==> src/rtl/eaf_delay.sv <==
// Fixed-latency register line for side payload.
module eaf_delay #(
  parameter int W     = 8,
  parameter int Depth = 4
) (
  input  logic         clk,
  input  logic [W-1:0] din,
  output logic [W-1:0] dout
);

  logic [W-1:0] line_r [Depth];

  always_ff @(posedge clk) begin
    line_r[0] <= din;
    for (int i = 1; i < Depth; i++) begin
      line_r[i] <= line_r[i-1];
    end
  end

  assign dout = line_r[Depth-1];

endmodule

==> config.mk <==
export PLATFORM = sky130hd
export DESIGN_NAME = eaf_delay
export DESIGN_NICKNAME = d
export VERILOG_FILES = /design/src/rtl/eaf_delay.sv
export SDC_FILE = /design/constraint.sdc
export NUM_CORES = 1
export LEC_CHECK = 0
export BUFFER_PORTS_ARGS = -buffer_cell sky130_fd_sc_hd__buf_4
export CAP_MARGIN = 30
export CELL_PAD_IN_SITES_DETAIL_PLACEMENT = 0
export CELL_PAD_IN_SITES_GLOBAL_PLACEMENT = 2
export CORE_MARGIN = 4
export CORE_UTILIZATION = 33
export DETAILED_ROUTE_END_ITERATION = 8
export GPL_TIMING_DRIVEN = 0
export MAX_ROUTING_LAYER = met4
export PLACE_DENSITY_LB_ADDON = 0.1
export RECOVER_POWER = 100
export SLEW_MARGIN = 20
export SYNTH_ARGS = -nofsm -noshare
export SYNTH_HDL_FRONTEND = slang
export SYNTH_SLANG_ARGS = --single-unit
==> constraint.sdc <==
create_clock -name clk -period 0.8 [get_ports clk]
set_input_delay 0.08 -clock clk [delete_from_list [all_inputs] [get_ports clk]]
set_output_delay 0.08 -clock clk [all_outputs]
set_load 0.01 [all_outputs]
-- Word level (Yosys, flattened, before mapping)
Memory sizes are Yosys's and may differ from the RTL's.
Cells that the tools add are included.
- bits in registers: 0
- bits in writable memories: 32
- bits of input ports: 9
- logic and storage cells: 1
- memories kept: 1
- memory list (memory ; words ; width ; rd ports ; clocked after Yosys merged registers in ; write ports ; RTL line ; source):
    line_r ; 4 ; 8 ; 4 ; 0 ; 4 ; 11 ; logic [W-1:0] line_r [Depth];

-- Depth between registers and ports, before layout
- depth in word-level cells: 0
- mapped depth: 0

-- Worst setup path after synthesis
OpenSTA, ideal clock, no wires.
- kind: register to output
- start point: mem line_r[3][0]
- end point: out dout[0]
- arrival: 0.331 ns
- data required time: 0.720 ns
- slack: 0.389 ns
- stages on the path, launching flop included: 1
- path buffers: 0
- cells stage by stage: dfxtp_1
- RTL lines (element ; RTL line ; source):
    start: declaration ; 11 ;
    end: declaration ; 8 ; output logic [W-1:0] dout

==> metrics.yaml <==
yosys.area.top_type: "dfxtp_1"
fin_crit_ns: 0.818
p_per_area_nw_per_um2: 2780
violations: "setup timing"
finClkSkew_ns: 0.00281
drt_iter0_markers: 1
cts-buffers-inserted: 5
syn-num-nets: 41
antenna_found_initial: 0
peakVddDrop_v: 0.00152
portBuffers: 16
grt_max_degree: 10
ios: 17
die_y_um: 52.1
cts_tree: "done"
swShare: 0.184
top_regs: "line_r (32)"
nNetsFinal: 72
postRouteAntennaNets: 0
slew_headroom: 0.944
grt_use_total: 0.0808
clock_latency_ns: 0.30
syn_area_sq_um: 641
routedWlPerCell_um: 8.94
start_util: 0.359
synth_commonest_cells: "dfxtp_1"
cts-root-buf: "clkbuf_4"
yosysSeqAreaShare: 1.00
holdCritStartpoint: "line_r[0][0]$_DFF_P_"
clk_pin_slew_ns: 0.08
core_sq_um: 1780
whs_ns: 0.330
routed_via_density: 3.62
ys_warn_count: 0
post-cts-setup-buffers: 0
start_kind: "flip-flop"
die_w_um: 52.1
p_int_w: 0.00220
p_sw_w: 0.000496
globalplace.congestion: 0.596
worstSetupEndpointType: "output pin"
final.setup.worst_slack_ns: -0.0176
worstSetupStartpoint: "line_r[3][5]$_DFF_P_"
cellLeakagePower_nw: 0.421
worstPathArrival_ns: 0.74
crit_family: "flip-flops"
grt_pass1_vias: 352
async_reset_ff_frac: 0
place_area_sq_um: 792
crit_chain: "buf_6"
n_antenna_cell: 0
rsz0062_at_grt: "true"
area_growth_pct: 51.4
htree_levels: 2
ys_top_cells_by_area: "dfxtp_1"
die-area_sq_um: 2710
setup_viol: 8
fmax_ghz: 1.22
largest_reg_flops: 32
drc_errors: 0
placementRows: 15
design_area_sq_um: 970
critical_path.max_fanout: 1
multi_input_area_sq_um: 0
crit_type: "flip-flop to output pin"
cp_slowest_cell: "dfxtp_2"
slew_violations: 0
fin_tns_setup_ns: -0.116
ys_types: 1
status: "finished, violations left"
synth_cells: 32
place_ws_ns: 0.308
syn_avg_cell_area_sq_um: 20.0
cpPeakStageDelay_ns: 0.33
synth.top_cell.area_share: 1.00
drv_cap: 0
ys.flop_type: "dfxtp_1"
worst_slew_pin_slew_ns: 0.0838
cts_max_path_buffers: 2
r2r_start: "line_r[0][1]$_DFF_P_"
hold_viol_final: 0
drive_gt1_frac: 0.453
ys_seq_elements: 32
firstDrtPassIters: 2
num-multi-input-gates: 0
critPathRequiredTime_ns: 0.72
clockPowerShare: 0.326
num_vias: 322
register_area_sq_um: 649
seq_power_share: 0.632
wirelength_um: 796
hold_path_class: "flip-flop to flip-flop"
clock-sinks: 32
power_frac_comb: 0.042
grt_pass1_wl_um: 1350
nFillCells: 165
fin_crit_sh: 1.02
grt_overflow_total: 0
synth_edf_count: 0
regMostFlops: "line_r"
synth.most_common_cell: "dfxtp_1"
path_buf_inv: 1
## power by group through the flow
stage / clock (W) / combinational [W] / sequential, W
final: 0.000879 / 0.000112 / 0.00170
after global routing: 0.000986 / 0.000121 / 0.00171
after CTS: 0.000911 / 0.000115 / 0.00170
after detailed placement: 0 / 0.0000718 / 0.00174
after global placement: 0 / 0.0000714 / 0.00173
after floorplan: 0 / 0 / 0.00174
## logic make-up after synthesis
family      after synthesis  share of synthesized area
flip-flops               32                       1.00
## cell type report
type                  instances  share of cell area
Clock buffer                  8              0.0606
Sequential cell              32               0.670
Tap cell                     25              0.0323
Timing Repair Buffer         24               0.237
## final timing paths
path	end	slack, ns	depth (start not counted)
setup / recovery	dout[5]	-0.02	1
hold / removal	line_r[1][0]$_DFF_P_	0.33	0
setup reg to reg	line_r[1][1]$_DFF_P_	0.40	0
hold reg to reg	line_r[1][0]$_DFF_P_	0.33	0
## per-stage QoR
step / utilization / instances / total power [W]
final: 0.544 / 89 / 0.00269
after global routing: 0.544 / 89 / 0.00282
after CTS: 0.542 / 89 / 0.00273
after detailed placement: 0.444 / 73 / 0.00181
after global placement: 0.444 / 73 / 0.00180
after floorplan: - / 32 / 0.00174
## metal layers
metal	GRT usage	part of all wire
met5	-	0
met4	0.0524	0.011
met3	0.0774	0.11
met2	0.126	0.53
met1	0.0562	0.35
## cells in the final DEF, fill, tap and decap left out
| master | synthesis | routed |
|---|---|---|
| clkbuf_8 | 0 | 1 |
| dfxtp_2 | 0 | 7 |
| buf_6 | 0 | 8 |
| dfxtp_1 | 32 | 25 |
| clkbuf_4 | 0 | 13 |
| clkbuf_1 | 0 | 2 |
| dlygate4sd3_1 | 0 | 8 |
## timing repair
item                                    CTS  global route
endpoints found under the hold margin     8             0
endpoints found under the setup margin    8             8
hold buffers                              8             0
pin swaps                                 0             0
cloned                                    0             0
gates resized for setup                  12             3
Power figures use the tool's default switching activity.
