<file path="src/rtl/eaf_pkg.sv">
package eaf_pkg;

  localparam int InW  = 32;
  localparam int OutW = 48;

  localparam logic [1:0] RegKe     = 2'd0;
  localparam logic [1:0] RegLaw    = 2'd1;
  localparam logic [1:0] RegNewton = 2'd2;

  localparam logic LawLinear = 1'b0;
  localparam logic LawInvSq  = 1'b1;

  typedef struct packed {
    logic [31:0] ke;
    logic        law;
    logic        newton;
  } cfg_t;

  // per-item geometry after the front end
  typedef struct packed {
    logic [31:0] ad_x;
    logic [31:0] ad_y;
    logic [31:0] ad_z;
    logic [2:0]  neg;
    logic [64:0] rsq;
    logic [32:0] radsum;
    logic [32:0] ms;
    logic        partner;
  } geo_t;

endpackage

</file>
<file path="src/rtl/eaf_sqrt.sv">
// Pipelined integer square root, one result bit per stage.
module eaf_sqrt
  import eaf_pkg::*;
#(
  parameter int RootW = 33,
  parameter int TagW  = 8
) (
  input  logic              clk,
  input  logic              rst_n,
  input  logic              in_valid,
  input  logic [2*RootW-1:0] in_val,
  input  logic [TagW-1:0]   in_tag,
  output logic              out_valid,
  output logic [RootW-1:0]  out_root,
  output logic [TagW-1:0]   out_tag
);

  localparam int VW = 2 * RootW;

  logic [RootW:0]  vld_r;
  logic [VW-1:0]   val_r  [RootW+1];
  logic [RootW+1:0] rem_r [RootW+1];
  logic [RootW-1:0] root_r [RootW+1];
  logic [TagW-1:0] tag_r  [RootW+1];

  always_ff @(posedge clk) begin
    if (!rst_n) begin
      vld_r <= '0;
    end else begin
      vld_r <= {vld_r[RootW-1:0], in_valid};
    end
  end

  always_ff @(posedge clk) begin
    val_r[0]  <= in_val;
    rem_r[0]  <= '0;
    root_r[0] <= '0;
    tag_r[0]  <= in_tag;
  end

  for (genvar s = 0; s < RootW; s++) begin : g_stage
    logic [RootW+1:0] cur;
    logic [RootW+1:0] trial;
    logic [RootW+2:0] diff;
    always_comb begin
      cur   = {rem_r[s][RootW-1:0], val_r[s][VW-1:VW-2]};
      trial = {root_r[s], 2'b01};
      diff  = {1'b0, cur} - {1'b0, trial};
    end
    always_ff @(posedge clk) begin
      if (!diff[RootW+2]) begin
        rem_r[s+1]  <= diff[RootW+1:0];
        root_r[s+1] <= {root_r[s][RootW-2:0], 1'b1};
      end else begin
        rem_r[s+1]  <= cur;
        root_r[s+1] <= {root_r[s][RootW-2:0], 1'b0};
      end
      val_r[s+1] <= {val_r[s][VW-3:0], 2'b00};
      tag_r[s+1] <= tag_r[s];
    end
  end

  assign out_valid = vld_r[RootW];
  assign out_root  = root_r[RootW];
  assign out_tag   = tag_r[RootW];

endmodule

</file>
<file path="config.mk">
export PLATFORM = sky130hd
export DESIGN_NAME = eaf_sqrt
export DESIGN_NICKNAME = d
export VERILOG_FILES = /design/src/rtl/eaf_pkg.sv /design/src/rtl/eaf_sqrt.sv
export SDC_FILE = /design/constraint.sdc
export NUM_CORES = 2
export LEC_CHECK = 0
export BUFFER_PORTS_ARGS = -buffer_cell sky130_fd_sc_hd__buf_2
export CORE_ASPECT_RATIO = 1.1
export CORE_MARGIN = 1.5
export CORE_UTILIZATION = 61
export DETAILED_ROUTE_END_ITERATION = 8
export PLACE_DENSITY = 0.74
export SYNTH_ARGS = -nofsm -noshare
export SYNTH_HDL_FRONTEND = slang
export SYNTH_MEMORY_MAX_BITS = 65536
export SYNTH_SLANG_ARGS = --single-unit
</file>
<file path="constraint.sdc">
create_clock -name clk -period 4.8 [get_ports clk]
set_input_delay 0.96 -clock clk [delete_from_list [all_inputs] [get_ports clk]]
set_output_delay 0.96 -clock clk [all_outputs]
set_load 0.02 [all_outputs]
</file>
# Yosys cells after proc, flatten, opt, wreduce, memory -nomap -nowiden
# Memories as Yosys holds them, arrays and structs flattened.
# Cells that the tools add are included.
# op_classes
n_addsub	33
mux	132
n_bitwise	66
# op_table
operator	count
$sub 35x35->36	33
$mux 35	33
$mux 33	33
$mux 1	66
$or 1x1->1	66
# word_totals
reg_bits	34
ramBits	4828
inputBits	77
n_memories	4
# mem_list
memory	words	width	rd	rd_ports_with_merged_regs	wr	line_no	text
val_r	34	66	33	0	34	eaf_sqrt.sv:21	logic [VW-1:0] val_r [RootW+1];
rem_r	34	35	33	0	34	eaf_sqrt.sv:22	logic [RootW+1:0] rem_r [RootW+1];
root_r	34	33	34	0	34	eaf_sqrt.sv:23	logic [RootW-1:0] root_r [RootW+1];
tag_r	34	8	34	0	34	eaf_sqrt.sv:24	logic [TagW-1:0] tag_r [RootW+1];

# Logic depth before layout (Yosys ltp)
# An unclocked memory read counts as a cell.
# logic_depth
ltp_word	4
depth_mapped	14

# Least setup slack after synthesis
# No wires, ideal clock.
# synth_timing
path_kind	reg2reg
startpoint	memory rem_r[4][54] (netlist name)
endpoint	memory rem_r[5][10] (netlist name)
arrival_time_ns	3.307
required_time_ns	4.679
setup_slack_ns	1.372
stages_incl_launch_ff	10
synth_period_minus_slack_ns	3.428
cell_sequence	dfxtp_1 or4_1 or4_4 or3_4 or3_4 nor4_4 nand2_2 nor3_2 buf_4 mux2_2
# synth_lines
item	line_no
start: declaration	eaf_sqrt.sv:22

==> results.md <==
Yosys:
- The most frequent cell after synthesis is dfxtp_1.
- The most used flip-flop cell after synthesis is dfxtp_1.
- The synthesized netlist cell count is a little under 10000.
- The total of warnings raised by yosys is 0.
- The number of distinct standard cells referenced by the synthesized netlist is roughly 90.
- By area, the combinational part of the netlist is dominated by simple AND/OR/NAND/NOR gates.
- The async set or reset register ratio after synthesis is 0%.
- Of the synthesized area, sequential elements account for roughly three fifths.
- Summing the areas of all compound-gate instances in the mapped netlist gives between 10% and 20% of the synthesized area.
- Counting flops with a built-in enable in the synthesized netlist gives 0.
- The synthesis-stage register bit count is 2997.
- The fraction of synthesized cell area taken by the top area cell type is between 50% and 60%.
- The largest area contributor in the synthesized netlist is dfxtp_1.
- The synthesized netlist net count is ~10000.
- Multiplexer cells account for under 10% of the synthesized area.
- Sorting the synthesized cells by how often they occur yields dfxtp_1 (2997), inv_1 (766), nand2_1 (617).
- Summing the areas of all xor and xnor instances in the mapped netlist gives 6.64% of the synthesized area.
- The post-synthesis average cell area is ~11 µm².
- The synthesized netlist devotes just under 7% of its cell area to adder and majority cells.
- The post-synth design cell area is 0.103 mm².
- Summing the areas of all and, or, nand and nor instances in the mapped netlist gives 11.8% of the synthesized area.
- In the post-synthesis netlist, the biggest area contributors are dfxtp_1 (58%), ha_1 (6.8%), xor2_1 (3.5%).

Worst setup path:
- The first element of the critical path is root_r[13][34].
- By startpoint and endpoint, the worst setup path is classified as reg2reg.
- The startpoint of the worst-slack reg-to-reg timing path is root_r[13][34].
- The kind of start point of the critical path is a flip-flop.
- The highest net fanout along the worst path is 42.
- For the worst setup path, the data required time is about 5600 ps.
- Data on the critical path arrives at its endpoint at between 4000 and 5000 ps.
- The type of element capturing the critical path is a flip-flop.

Floorplan:
- The area of the core region is 0.168 mm².
- From bottom edge to top edge, the die measures 434 µm.
- The count of standard-cell rows is 158.
- The I/O pin count is ~120.
- The area of the die is 0.172 mm².
- For this configuration, the core starts out at a cell density of between 60% and 70%.
- The horizontal die dimension is about 400 µm.

Detailed routing:
- The wire length per cell after detailed routing is 16.6 µm.
- The total length of routed met2 wires is approximately 110 mm.
- The post-detailed-route count of antenna-violating nets is 0.
- The detailed-routing iteration count for the pre-antenna-repair pass is 9.
- The routed design has between 200 and 250 mm of wire.
- The detailed router finished its first iteration with approximately 3600 violations.
- After detailed routing, the number of vias per cell comes to about 5.4.
- The highest layer used for signal routing is met5.
- The sum of met3 wire segment lengths after detailed routing is between 8 and 9 mm.
- The via total after detailed routing is slightly below 70000.
- In the routed design, unresolved DRC markers number 0.
- The met1 layer wirelength in the final routing is approximately 83 mm.

Flow run:
- The tool flagged a number of max-cap violations equal to 0.

Power:
- Per report_power, the sequential group accounts for 48.3% of the total.
- The power per cell area is 559 mW/mm².
- The total internal power is roughly 48 mW.
- The net switching component of the power is 17.5 mW.
- The maximum VDD drop is 0.434 mV.
- In this run the static leakage power is around 55 nW.
- The portion of total power attributed to combinational logic is between 15 and 20%.
- Of the total power, the share spent switching nets is 26.9%.
- The portion of total power attributed to the clock network is approximately 36%.

Cells and area:
- The total number of nets in the final design is around 11000.
- The count of non-filler cells in the finished layout is approximately 13000.
- The fraction of final layout cells sized beyond drive strength 1 is around 8%.
- The growth of design area from synthesis to finish is 12.8%.

Status:
- The flow ran to the end, and the final reports show no timing, DRC or antenna violations.

Timing:
- The worst hold margin is between 100 and 150 ps.
- The number of max-slew violations in the final report is 0.
- Of the available clock period, the critical path in the final layout requires a little under nine tenths.
- The minimum setup slack in the final design is ~710 ps.
- The setup total negative slack is 0 ps.
- The hold violation count in the final report was 0.
- The shortest clock period the worst path allows after layout is just over 4000 ps.
- The maximum clock frequency is 0.244 GHz.
- Between clock sinks in the finished design, the worst skew comes to 63.2 ps.
- Setup repair after global routing left no endpoint under its margin.
- For the pin with the worst max-slew slack, the measured transition is around 1100 ps.
- The final count of negative-setup-slack endpoints is 0.
- The max-slew headroom at the worst pin is between 20% and 30%.

Global route:
- The global-route wire length before repair is between 300 and 400 mm.
- The global route total overflow is 0.
- The largest net degree at the start of global routing is 56.
- The number of global-route vias before repair is 67600.
- The number of antenna violations at the first check in global routing was 10.
- Across every metal layer, demand over resource in global routing totals a little under a quarter.

Placed design:
- The number of buffer cells added on primary ports is about 120.
- Detailed placement finished with a half-perimeter wire length of 152 mm.
- Once placement completed, the tool counted placed cells totaling approximately 12000.
- The setup slack at placement is approximately 760 ps.
- The congestion estimate from routability-driven global placement came to 0.930.

Min path:
- The tightest min-delay check is of the in2reg type.
- In this run the most critical hold path is launched from in_val[13].

CTS:
- The number of clock sinks is roughly 3000.
- The later pin in the worst-skew pair is clocked with a latency of approximately 940 ps.
- In this run the deepest clock path goes through 4 buffers.
- TritonCTS created a little under 300 clock buffers.
- Clock-pin slew was measured on the worst setup and hold paths at around 60 ps.
- CTS placed an instance of clkbuf_16 at the clock tree root.
- For this design, the CTS-stage hold fixing added 0 buffers.
- TritonCTS built the clock tree.
- The total of cells resized after clock tree synthesis is 0.
- The H-tree level count is 5.
- The post-CTS setup buffer count is 0.
power groups by stage:
stage / Sequential (mW) / Clock (mW) / Combinational (mW)
after floorplan: 30.8 / 0 / 7.99
after global placement: 31.9 / 0 / 9.64
after detailed placement: 31.9 / 0 / 9.88
after CTS: 31.5 / 24.2 / 10.0
after global routing: 31.8 / 25.2 / 11.2
final: 31.4 / 23.6 / 10.0
path summary, 6_finish.rpt:
kind                                      end  slack, ps  cells after the start
worst max-delay path             rem_r[14][9]        710                     11
worst min-delay path             val_r[0][13]        120                      1
worst max register to register   rem_r[14][9]        710                     11
worst min register to register  val_r[20][56]        280                      0
layout make-up:
cell class	instances	area, µm²
flip-flops and latches	2997	60000
fillers	12400	51800
multi-input cells	5869	39700
clock buffers	390	8360
clock inverters	122	1770
inverters	774	2910
well taps	2240	2800
repair buffers	158	903
diodes	24	60.1
metrics by stage:
step	power, mW	area, µm²	util (%)
floorplan	38.8	103000	-
global placement	41.5	106000	63.2
detailed placement	41.8	106000	63.2
CTS	65.6	116000	69.2
global route	68.3	116000	69.2
finish	65.1	116000	69.2
routing by layer:
layer	vias up	global-route usage, %
met4	2	13.5
met3	587	3.98
met1	31600	26.1
li1	34100	-
met5	-	0
met2	1594	44.1
layout by cell type, fill, tap and decap left out, types with 106 or more instances in the layout:
cell and n:
o21ai_0 493, mux2_2 106, nor3_1 216, inv_1 766, clkbuf_16 301, or3_1 114, o21a_1 118, nor2_1 614
a21o_1 226, a21oi_1 602, xnor2_1 371, nand3_1 137, buf_2 118, dfxtp_1 2997, nor4_1 127, xor2_1 412
ha_1 563, nand2_1 617
cells by family after synthesis:
kind of cell	Yosys count
compound gates	1938
other cells	1
fa+ha+maj	563
simple gates	2455
flops	2997
mux	129
xor+xnor	783
buf+inv	965
critical path, stage by stage (launching register included):
cell	delay [ps]
dfxtp_1	320
inv_1	40
ha_1	320
o21ai_0	270
a22oi_1	190
a31oi_1	370
o41ai_1	200
a22oi_1	430
o21ai_0	240
a31oi_4	850
buf_4	370
mux2_2	360
sequential cells by signal (all words and copies together), names as in the netlist:
name    count
val_r    1122
root_r    561
tag_r     272
vld_r      34
rem_r    1008
Power figures use the tool's default switching activity.
